**config.mk**
```make
export PLATFORM = sky130hd
export DESIGN_NAME = matrix_multiply_4x4
export DESIGN_NICKNAME = d
export VERILOG_FILES = /design/src/rtl/mm4_pkg.sv /design/src/rtl/matrix_multiply_4x4.sv /design/src/rtl/mm4_ctrl.sv /design/src/rtl/mm4_datapath.sv
export SDC_FILE = /design/constraint.sdc
export NUM_CORES = 2
export LEC_CHECK = 0
export BUFFER_PORTS_ARGS = -buffer_cell sky130_fd_sc_hd__buf_2
export CAP_MARGIN = 20
export CORE_UTILIZATION = 60
export DETAILED_ROUTE_END_ITERATION = 16
export PLACE_DENSITY = 0.73
export SLEW_MARGIN = 10
export SYNTH_ARGS = -nofsm -noshare
export SYNTH_HDL_FRONTEND = slang
export SYNTH_SLANG_ARGS = --single-unit
```
**constraint.sdc**
```tcl
create_clock -name clk_i -period 16.8 [get_ports clk_i]
set_input_delay 0.84 -clock clk_i [delete_from_list [all_inputs] [get_ports clk_i]]
set_output_delay 0.84 -clock clk_i [all_outputs]
set_load 0.02 [all_outputs]
```
**src/rtl/mm4_pkg.sv**
```systemverilog
// ----------------------------------------------------------------------------
// mm4_pkg
// Shared constants, payload types and controller/datapath interface structs
// for the fixed-point 4x4 matrix multiplier.
// ----------------------------------------------------------------------------
package mm4_pkg;

  localparam int DIM       = 4;
  localparam int FRAC_BITS = 16;

  localparam int CELLS  = DIM * DIM;
  localparam int DIM_W  = (DIM > 1) ? $clog2(DIM) : 1;
  localparam int CELL_W = $clog2(CELLS);
  localparam int STEP_W = $clog2(DIM + 3);
  localparam int PROD_W = 64;
  localparam int ACC_W  = PROD_W + $clog2(DIM);

  typedef struct packed {
    logic signed [31:0] a_element;
    logic signed [31:0] b_element;
  } mm4_in_t;

  typedef struct packed {
    logic signed [31:0] product_element;
    logic [1:0]         out_row;
    logic [1:0]         out_column;
    logic               last_of_run;
  } mm4_out_t;

  typedef struct packed {
    logic              wr_en;
    logic [CELL_W-1:0] wr_addr;
    logic              rd_en;
    logic              rd_first;
    logic [CELL_W-1:0] rd_a_addr;
    logic [CELL_W-1:0] rd_b_addr;
    logic              fin;
    logic [DIM_W-1:0]  fin_row;
    logic [DIM_W-1:0]  fin_col;
    logic              fin_last;
  } mm4_cmd_t;

  typedef struct packed {
    logic out_free;
  } mm4_sts_t;

endpackage

```
**src/rtl/matrix_multiply_4x4.sv**
```systemverilog
// ----------------------------------------------------------------------------
// matrix_multiply_4x4
// Fixed-point C = A * B on DIM x DIM matrices, column-major, Q16.16.
// ----------------------------------------------------------------------------
// Load 16 beats, one pair (A, B element) per cycle, in column-major order;
// the block stalls input after the sixteenth beat and emits the 16 elements
// of C in column-major order, last_of_run set on the final one. Each output
// element takes four multiply-accumulate steps through the single 32x32
// multiplier behind the registered store reads, pipeline fill, and a
// round/saturate step, plus any output stall. Sums are exact, rounded half
// toward plus infinity and saturated to 32 bits. Input reopens once the last
// element is in the output register.
// ----------------------------------------------------------------------------
module matrix_multiply_4x4 import mm4_pkg::*; (
  input  logic     clk_i,
  input  logic     rst_ni,
  input  logic     in_valid_i,
  output logic     in_stall_o,
  input  mm4_in_t  in_data_i,
  output logic     out_valid_o,
  input  logic     out_stall_i,
  output mm4_out_t out_data_o
);

  mm4_cmd_t cmd;
  mm4_sts_t sts;

  mm4_ctrl u_ctrl (
    .clk_i      (clk_i),
    .rst_ni     (rst_ni),
    .in_valid_i (in_valid_i),
    .in_stall_o (in_stall_o),
    .sts_i      (sts),
    .cmd_o      (cmd)
  );

  mm4_datapath u_datapath (
    .clk_i       (clk_i),
    .rst_ni      (rst_ni),
    .in_data_i   (in_data_i),
    .cmd_i       (cmd),
    .sts_o       (sts),
    .out_stall_i (out_stall_i),
    .out_valid_o (out_valid_o),
    .out_data_o  (out_data_o)
  );

endmodule

```
**src/rtl/mm4_ctrl.sv**
```systemverilog
// ----------------------------------------------------------------------------
// mm4_ctrl
// Sequencer: counts loaded beats, then walks every product element through
// DIM multiply-accumulate steps and a round/saturate/emit step.
// ----------------------------------------------------------------------------
module mm4_ctrl import mm4_pkg::*; (
  input  logic     clk_i,
  input  logic     rst_ni,
  input  logic     in_valid_i,
  output logic     in_stall_o,
  input  mm4_sts_t sts_i,
  output mm4_cmd_t cmd_o
);

  typedef enum logic [1:0] {
    S_LOAD,
    S_CALC,
    S_FIN
  } state_e;

  localparam logic [CELL_W-1:0] DIM_C    = CELL_W'(DIM);
  localparam logic [CELL_W-1:0] CNT_LAST = CELL_W'(CELLS - 1);
  localparam logic [DIM_W-1:0]  IDX_LAST = DIM_W'(DIM - 1);
  localparam logic [STEP_W-1:0] STEP_RD  = STEP_W'(DIM);
  localparam logic [STEP_W-1:0] STEP_END = STEP_W'(DIM + 1);

  state_e            state_q;
  logic [CELL_W-1:0] cnt_q;
  logic [STEP_W-1:0] step_q;
  logic [DIM_W-1:0]  row_q;
  logic [DIM_W-1:0]  col_q;
  logic [DIM_W-1:0]  k;
  logic              last_elem;

  assign k          = step_q[DIM_W-1:0];
  assign last_elem  = (row_q == IDX_LAST) && (col_q == IDX_LAST);
  assign in_stall_o = (state_q != S_LOAD);

  always_comb begin
    cmd_o           = '0;
    cmd_o.wr_addr   = cnt_q;
    cmd_o.rd_a_addr = CELL_W'(row_q) + DIM_C * CELL_W'(k);
    cmd_o.rd_b_addr = CELL_W'(k) + DIM_C * CELL_W'(col_q);
    cmd_o.rd_first  = (step_q == '0);
    cmd_o.fin_row   = row_q;
    cmd_o.fin_col   = col_q;
    cmd_o.fin_last  = last_elem;
    case (state_q)
      S_LOAD:  cmd_o.wr_en = in_valid_i;
      S_CALC:  cmd_o.rd_en = (step_q < STEP_RD);
      S_FIN:   cmd_o.fin   = sts_i.out_free;
      default: cmd_o       = '0;
    endcase
  end

  always_ff @(posedge clk_i or negedge rst_ni) begin
    if (!rst_ni) begin
      state_q <= S_LOAD;
      cnt_q   <= '0;
      step_q  <= '0;
      row_q   <= '0;
      col_q   <= '0;
    end else begin
      case (state_q)
        S_LOAD: begin
          if (in_valid_i) begin
            if (cnt_q == CNT_LAST) begin
              cnt_q   <= '0;
              step_q  <= '0;
              row_q   <= '0;
              col_q   <= '0;
              state_q <= S_CALC;
            end else begin
              cnt_q <= cnt_q + 1'b1;
            end
          end
        end
        S_CALC: begin
          step_q <= step_q + 1'b1;
          if (step_q == STEP_END) begin
            state_q <= S_FIN;
          end
        end
        S_FIN: begin
          if (sts_i.out_free) begin
            step_q <= '0;
            if (last_elem) begin
              state_q <= S_LOAD;
            end else begin
              state_q <= S_CALC;
              if (row_q == IDX_LAST) begin
                row_q <= '0;
                col_q <= col_q + 1'b1;
              end else begin
                row_q <= row_q + 1'b1;
              end
            end
          end
        end
        default: state_q <= S_LOAD;
      endcase
    end
  end

endmodule

```
**src/rtl/mm4_datapath.sv**
```systemverilog
// ----------------------------------------------------------------------------
// mm4_datapath
// Element stores for A and B, registered reads, one 32x32 multiplier,
// wide accumulator, round/saturate and the output register.
// ----------------------------------------------------------------------------
module mm4_datapath import mm4_pkg::*; (
  input  logic     clk_i,
  input  logic     rst_ni,
  input  mm4_in_t  in_data_i,
  input  mm4_cmd_t cmd_i,
  output mm4_sts_t sts_o,
  input  logic     out_stall_i,
  output logic     out_valid_o,
  output mm4_out_t out_data_o
);

  localparam logic signed [ACC_W:0] HALF   = (ACC_W + 1)'(1) << (FRAC_BITS - 1);
  localparam logic signed [ACC_W:0] SAT_HI = {{(ACC_W - 31){1'b0}}, 32'h7FFF_FFFF};
  localparam logic signed [ACC_W:0] SAT_LO = {{(ACC_W - 31){1'b1}}, 32'h8000_0000};

  logic [31:0] a_mem [CELLS];
  logic [31:0] b_mem [CELLS];

  logic signed [31:0]     a_rd_q;
  logic signed [31:0]     b_rd_q;
  logic                   rdv_q;
  logic                   rdf_q;
  logic signed [PROD_W-1:0] prod_q;
  logic                   prv_q;
  logic                   prf_q;
  logic signed [ACC_W-1:0] acc_q;
  logic signed [ACC_W-1:0] prod_ext;
  logic signed [ACC_W:0]  rnd;
  logic signed [ACC_W:0]  shifted;
  logic signed [31:0]     sat;
  logic                   out_valid_q;
  mm4_out_t               out_q;

  always_ff @(posedge clk_i) begin
    if (cmd_i.wr_en) begin
      a_mem[cmd_i.wr_addr] <= in_data_i.a_element;
      b_mem[cmd_i.wr_addr] <= in_data_i.b_element;
    end
    if (cmd_i.rd_en) begin
      a_rd_q <= a_mem[cmd_i.rd_a_addr];
      b_rd_q <= b_mem[cmd_i.rd_b_addr];
    end
  end

  always_ff @(posedge clk_i or negedge rst_ni) begin
    if (!rst_ni) begin
      rdv_q <= 1'b0;
      rdf_q <= 1'b0;
      prv_q <= 1'b0;
      prf_q <= 1'b0;
    end else begin
      rdv_q <= cmd_i.rd_en;
      rdf_q <= cmd_i.rd_first;
      prv_q <= rdv_q;
      prf_q <= rdf_q;
    end
  end

  always_ff @(posedge clk_i) begin
    if (rdv_q) begin
      prod_q <= a_rd_q * b_rd_q;
    end
  end

  assign prod_ext = ACC_W'(prod_q);

  always_ff @(posedge clk_i) begin
    if (prv_q) begin
      acc_q <= prf_q ? prod_ext : acc_q + prod_ext;
    end
  end

  always_comb begin
    rnd     = $signed({acc_q[ACC_W-1], acc_q}) + HALF;
    shifted = rnd >>> FRAC_BITS;
    if (shifted > SAT_HI) begin
      sat = 32'sh7FFF_FFFF;
    end else if (shifted < SAT_LO) begin
      sat = 32'sh8000_0000;
    end else begin
      sat = shifted[31:0];
    end
  end

  always_ff @(posedge clk_i or negedge rst_ni) begin
    if (!rst_ni) begin
      out_valid_q <= 1'b0;
    end else if (cmd_i.fin) begin
      out_valid_q <= 1'b1;
    end else if (!out_stall_i) begin
      out_valid_q <= 1'b0;
    end
  end

  always_ff @(posedge clk_i) begin
    if (cmd_i.fin) begin
      out_q.product_element <= sat;
      out_q.out_row         <= 2'(cmd_i.fin_row);
      out_q.out_column      <= 2'(cmd_i.fin_col);
      out_q.last_of_run     <= cmd_i.fin_last;
    end
  end

  assign sts_o.out_free = !out_valid_q || !out_stall_i;
  assign out_valid_o    = out_valid_q;
  assign out_data_o     = out_q;

endmodule

```
======== Yosys cells after proc, flatten, opt, wreduce, memory -nomap -nowiden ========
Memory sizes are Yosys's and may differ from the RTL's. A register that Yosys moved wholly into a read port is not among the register bits.
Index checks and enable logic that the tools add are counted.
W data, S select, Z words.
word-level totals
  register bits after elaboration ......... 185
  bits in writable memories ............... 1024
  output and inout port bits .............. 39
  word-level logic and storage cells ...... 90
  memories kept ........................... 2
memories
  memory            words  width  rd ports  clocked after Yosys merged registers in  wr ports  RTL line            source
  u_datapath.a_mem  16     32     1         1                                        1         mm4_datapath.sv:21  logic [31:0] a_mem [CELLS];
  u_datapath.b_mem  16     32     1         1                                        1         mm4_datapath.sv:22  logic [31:0] b_mem [CELLS];
operators by class
  add/sub/neg operators ................... 8
  multipliers ............................. 1
  $lt $le $gt $ge ......................... 3
  equal/unequal tests ..................... 13
  mux-type cells .......................... 32
  reductions and logical operators ........ 15
operators by type and width
  cell                      number
  $add A66 B17 Y67 const B  1
  $add A66 B64 Y66          1
  $mux W66                  1
  $mul A32 B32 Y64          1
  $gt A51 B32 Y1 const B    1
  $lt A51 B32 Y1 const B    1
  $mux W32                  1
  $mux W2                   12
  $ne A2 B1 Y1 const B      5
  $mux W3                   3
  $mux W9                   1
  $pmux W3 S3               1
  $add A2 B4 Y4             2
  $mux W1                   8
  $mux W4                   2
  $pmux W2 S2               2
  $reduce_and A4 Y1         2
  $eq A2 B2 Y1 const B      3
  $pmux W2 S3               1
  $reduce_and A6 Y1         1
  $reduce_and A5 Y1         1
  $add A2 B1 Y2 const B     2
  $add A4 B1 Y4 const B     1
  $eq A4 B4 Y1 const B      1
  14 further kinds          17

======== Depth between registers and ports, before layout ========
  depth in word-level cells ............... 5
  gate-level depth with buffers ........... 28
  gate-level depth less buffers ........... 27

======== Hierarchy ========
Synthesis repeated with hierarchy kept, for this count alone.
unflattened totals
  cells, all modules ...................... 6564
  area total of the unflattened synthesis .. 88192.1 um2
by module, submodules not included
  module        instances  cells an instance  area an instance (um2)  seq. area each (um2)
  mm4_datapath  1          6470               87301.2                 37811.3
  mm4_ctrl      1          94                 890.9                   325.3

======== Worst setup path after synthesis ========
Ideal clock, no wire load.
  path type ............................... register to register
  from .................................... register u_datapath.b_rd_q[2] (read register of u_datapath.b_mem)
  to ...................................... register u_datapath.prod_q[61], data pin
  library setup time ...................... 0.262 ns
  arrival time ............................ 7.740 ns
  slack ................................... 8.798 ns
  stages on the path, launching flop included .. 26
  path buffers ............................ 1
  cells stage by stage .................... edfxtp_1 -> clkbuf_1 -> nand2_1 -> inv_1 -> fa_1 -> fa_1 -> fa_1 -> fa_1 -> inv_1 -> fa_1 -> inv_1 -> fa_1 -> fa_1 -> inv_1 -> fa_1 -> inv_1 -> ha_1 -> and2_1 -> o21ai_0 -> o21ai_0 -> or4_1 -> a211oi_1 -> a21oi_1 -> a21o_1 -> o31ai_1 -> xnor2_1
between the ends
  cells in the longest elaborated chain, start to end .. 1
RTL lines
  item                  RTL line            source
  from (decl)           mm4_datapath.sv:25  logic signed [31:0] b_rd_q;
  $mul A32 B32 Y64      mm4_datapath.sv:66  prod_q <= a_rd_q * b_rd_q;
  to (signal assigned)  mm4_datapath.sv:66
  to (decl)             mm4_datapath.sv:28  logic signed [PROD_W-1:0] prod_q;
Every way passes these cells.
A chain may end at the register's enable or synchronous reset.

======== Final worst setup path ========
  from .................................... register u_datapath.b_rd_q[5] (read register of u_datapath.b_mem)
  to ...................................... register u_datapath.prod_q[61], data pin
Same word-level chain as after synthesis.

==> run_results.csv <==
group,metric,value,unit
outcome,run_status,"complete, no violations",
drt,routedWlPerCell,22.78,µm
drt,vias,60060,
critical_path,required,17.34,ns
synth,synth_seq_cells,1273,
clock_tree,cts_buffers,133,
place,placed_cell_area,0.09264,mm²
sta,layout_setup_ws,8.027,ns
synth,synth-async-reset-ratio,0.01414,
drt,antenna_left,0,
place,dp_hpwl,145.3,mm
clock_tree,clk_latency,0.80,ns
floorplan,core,0.1485,mm²
sta,rsz0062_at_grt,"no",
layout,drive_gt1_frac,0.06089,
floorplan,start_util,0.6073,
clock_tree,post_cts_buffers,0,
drt,drc_errors,0,
clock_tree,ctsHoldBuffers,0,
sta,slew-limit-headroom,0.3060,
synth,syn_inst,7962,
sta,max_freq,0.1140,GHz
synth,yosysSeqAreaShare,0.4227,
grt,grt_pass1_vias,62530,
synth,synth-edff-count,1255,
clock_tree,htree_levels,4,
floorplan,row_count,141,
sta,slew_viol_final,0,
floorplan,ios,107,
synth,syn-num-nets,9369,
layout,final_common_cell,"edfxtp_1",
layout,design_area,0.09697,mm²
sta,period_share,0.5222,
place,portBuffers,106,
clock_tree,cts_resized,0,
drt,dr.pass1.iters,6,
clock_tree,numClockSinks,1273,
critical_path,worstPathMaxFanout,32,
synth,ys_top_cells_by_area,"edfxtp_1 (42%), fa_1 (24%), nand2_1 (4.8%), and2_1 (4.6%), inv_1 (4.2%)",
synth,yosysWarnings,0,
sta,hold_violations,0,
drt,vias_per_cell,6.019,
clock_tree,cts.path.max_buffers,3,
sta,tns,0,ns
sta,worstMarginPinSlew,1.041,ns
sta,finalCriticalPeriod,8.773,ns
clock_tree,cts-root-buf,"clkbuf_16",
critical_path,cp-end-kind,"flip-flop",
critical_path,worst-setup-path-type,"reg2reg",
sta,setup_violations,0,
synth,ys_types,83,
clock_tree,tritoncts,"done",
floorplan,fp.dieH,389.8,µm
place,dp_slack,8.025,ns
grt,grt_max_degree,121,
place,place_congestion,0.9007,
synth,synth_area_leader_cell,"edfxtp_1",
floorplan,chipWidth,389.8,µm
critical_path,cp_data_arrival_time,9.32,ns
critical_path,start_kind,"flip-flop",
clock_tree,path_clk_slew,0.06,ns
synth,syn_area,0.09022,mm²
drt,routed_wl,227.3,mm
hold_path,worstHoldPathType,"in2async",
synth,syn_area_per_cell,11.33,µm²
grt,grt-ovfl-total,0,
layout,area_delta_synth_final,7.488,%
sta,worst_clock_skew,0.03668,ns
drt,initialDrtViolationCount,5051,
grt,antenna_found_initial,24,
flow_run,max_cap_violations,0,
floorplan,die-area,0.1519,mm²
layout,mostFrequentLayoutCells,"edfxtp_1 (1,255), nand2_1 (1,143), fa_1 (1,083)",
sta,whs,0.1075,ns
synth,synth-main-ff-cell,"edfxtp_1",
grt,grt_usage,0.3063,
layout,nets,9266,
synth,synth_top_area_frac,0.4177,
grt,grt_pass1_wl,357.6,mm
routing by layer:
| layer | share of wire | routed length [µm] | vias up | global-route usage |
|---|---|---|---|---|
| met1 | 0.40 | 90660 | 30290 | 0.4167 |
| met5 | 0.00065 | 147 | - | 0 |
| met4 | 0.027 | 6174 | 22 | 0.08976 |
| li1 | - | - | 26400 | - |
| met2 | 0.48 | 108400 | 2826 | 0.4966 |
| met3 | 0.097 | 21960 | 525 | 0.06862 |
registers in the layout, indices dropped and copies added (netlist names):
register                flops
u_datapath.out_data_o      37
u_ctrl.step_q               3
u_datapath.a_rd_q          32
u_ctrl.state_q              2
u_ctrl.col_q                2
u_datapath.out_valid_o      1
u_datapath.prv_q            1
u_datapath.b_mem          512
u_datapath.prf_q            1
u_datapath.b_rd_q          32
u_datapath.a_mem          512
u_datapath.acc_q           66
u_ctrl.cnt_q                4
u_datapath.rdf_q            1
u_datapath.prod_q          64
u_ctrl.row_q                2
u_datapath.rdv_q            1
kinds of logic after synthesis:
group           share of synthesized area
compound gates                    0.08564
xor+xnor                          0.01524
mux                              0.008030
simple gates                       0.1305
flops                              0.4227
fa+ha+maj                          0.2758
buf+inv                           0.06205
per-stage QoR:
stage / utilization / std cells
final: 0.6528 / 9979
after global routing: 0.6527 / 9974
after detailed placement: 0.6237 / 9725
after global placement: 0.6237 / 9725
after floorplan: - / 7962
after CTS: 0.6525 / 9966
cells in the mapped netlist, types with 10 or more instances:
cell,n
a221oi_1,35
o21a_1,18
dfrtp_1,18
o21bai_1,21
o31ai_1,16
a21oi_1,266
and4_1,10
o211ai_1,38
a211oi_1,148
nand2_1,1148
o2111ai_1,36
xor2_1,62
clkbuf_1,445
nor3_1,62
edfxtp_1,1255
and3_1,21
xnor2_1,95
nor2b_1,16
or3_1,42
nand4_1,37
fa_1,1083
nand2b_1,20
o21ai_0,188
inv_1,1013
nor2_1,307
ha_1,256
and2_1,660
a311oi_1,133
buf_1,17
a21o_1,76
nand3_1,107
mux2i_1,69
a31oi_1,114
final timing paths:
path | startpoint | endpoint | slack [ns] | cells after the start
worst max-delay path | u_datapath.b_rd_q[5]$_DFFE_PP_ | u_datapath.prod_q[61]$_DFFE_PP_ | 8.03 | 27
worst min-delay path | rst_ni | u_datapath.prf_q$_DFF_PN0_ | 0.11 | 1
worst min register to register | u_ctrl.col_q[0]$_DFFE_PN0P_ | u_ctrl.col_q[0]$_DFFE_PN0P_ | 0.55 | 1
min in group clk_i | out_stall_i | u_datapath.out_valid_o$_DFFE_PN0P_ | 0.38 | 3
worst max register to register | u_datapath.b_rd_q[5]$_DFFE_PP_ | u_datapath.prod_q[61]$_DFFE_PP_ | 8.03 | 27
max in group asynchronous | rst_ni | u_ctrl.row_q[0]$_DFFE_PN0P_ | 16.12 | 1
critical path, cell delays in order, from the launching register on:
cell and delay [ns]:
edfxtp_1 0.32, buf_4 0.36, nand2_1 0.21, inv_1 0.12, fa_1 0.39, inv_1 0.23
fa_1 0.46, inv_1 0.24, fa_1 0.50, fa_1 0.84, inv_1 0.38, fa_1 0.58
inv_1 0.06, fa_1 0.50, fa_1 0.50, inv_1 0.05, fa_1 0.49, inv_1 0.04
ha_1 0.34, and2_1 0.17, o21ai_0 0.13, o21ai_0 0.14, or4_1 0.43, a211oi_1 0.29
a21oi_1 0.17, a21o_1 0.24, o31ai_1 0.24, xnor2_1 0.09
cell type report:
class | instances | area [µm²]
Clock inverter | 76 | 792.0
Antenna cell | 12 | 30.03
Clock buffer | 165 | 3490
Inverter | 1016 | 3821
Fill cell | 11150 | 51570
Tap cell | 2002 | 2505
Multi-Input combinational cell | 5201 | 46670
Timing Repair Buffer | 234 | 1511
Sequential cell | 1273 | 38150
Power is not shown: default switching activity piles up to over one toggle a cycle in this logic, so the estimate is an artifact.
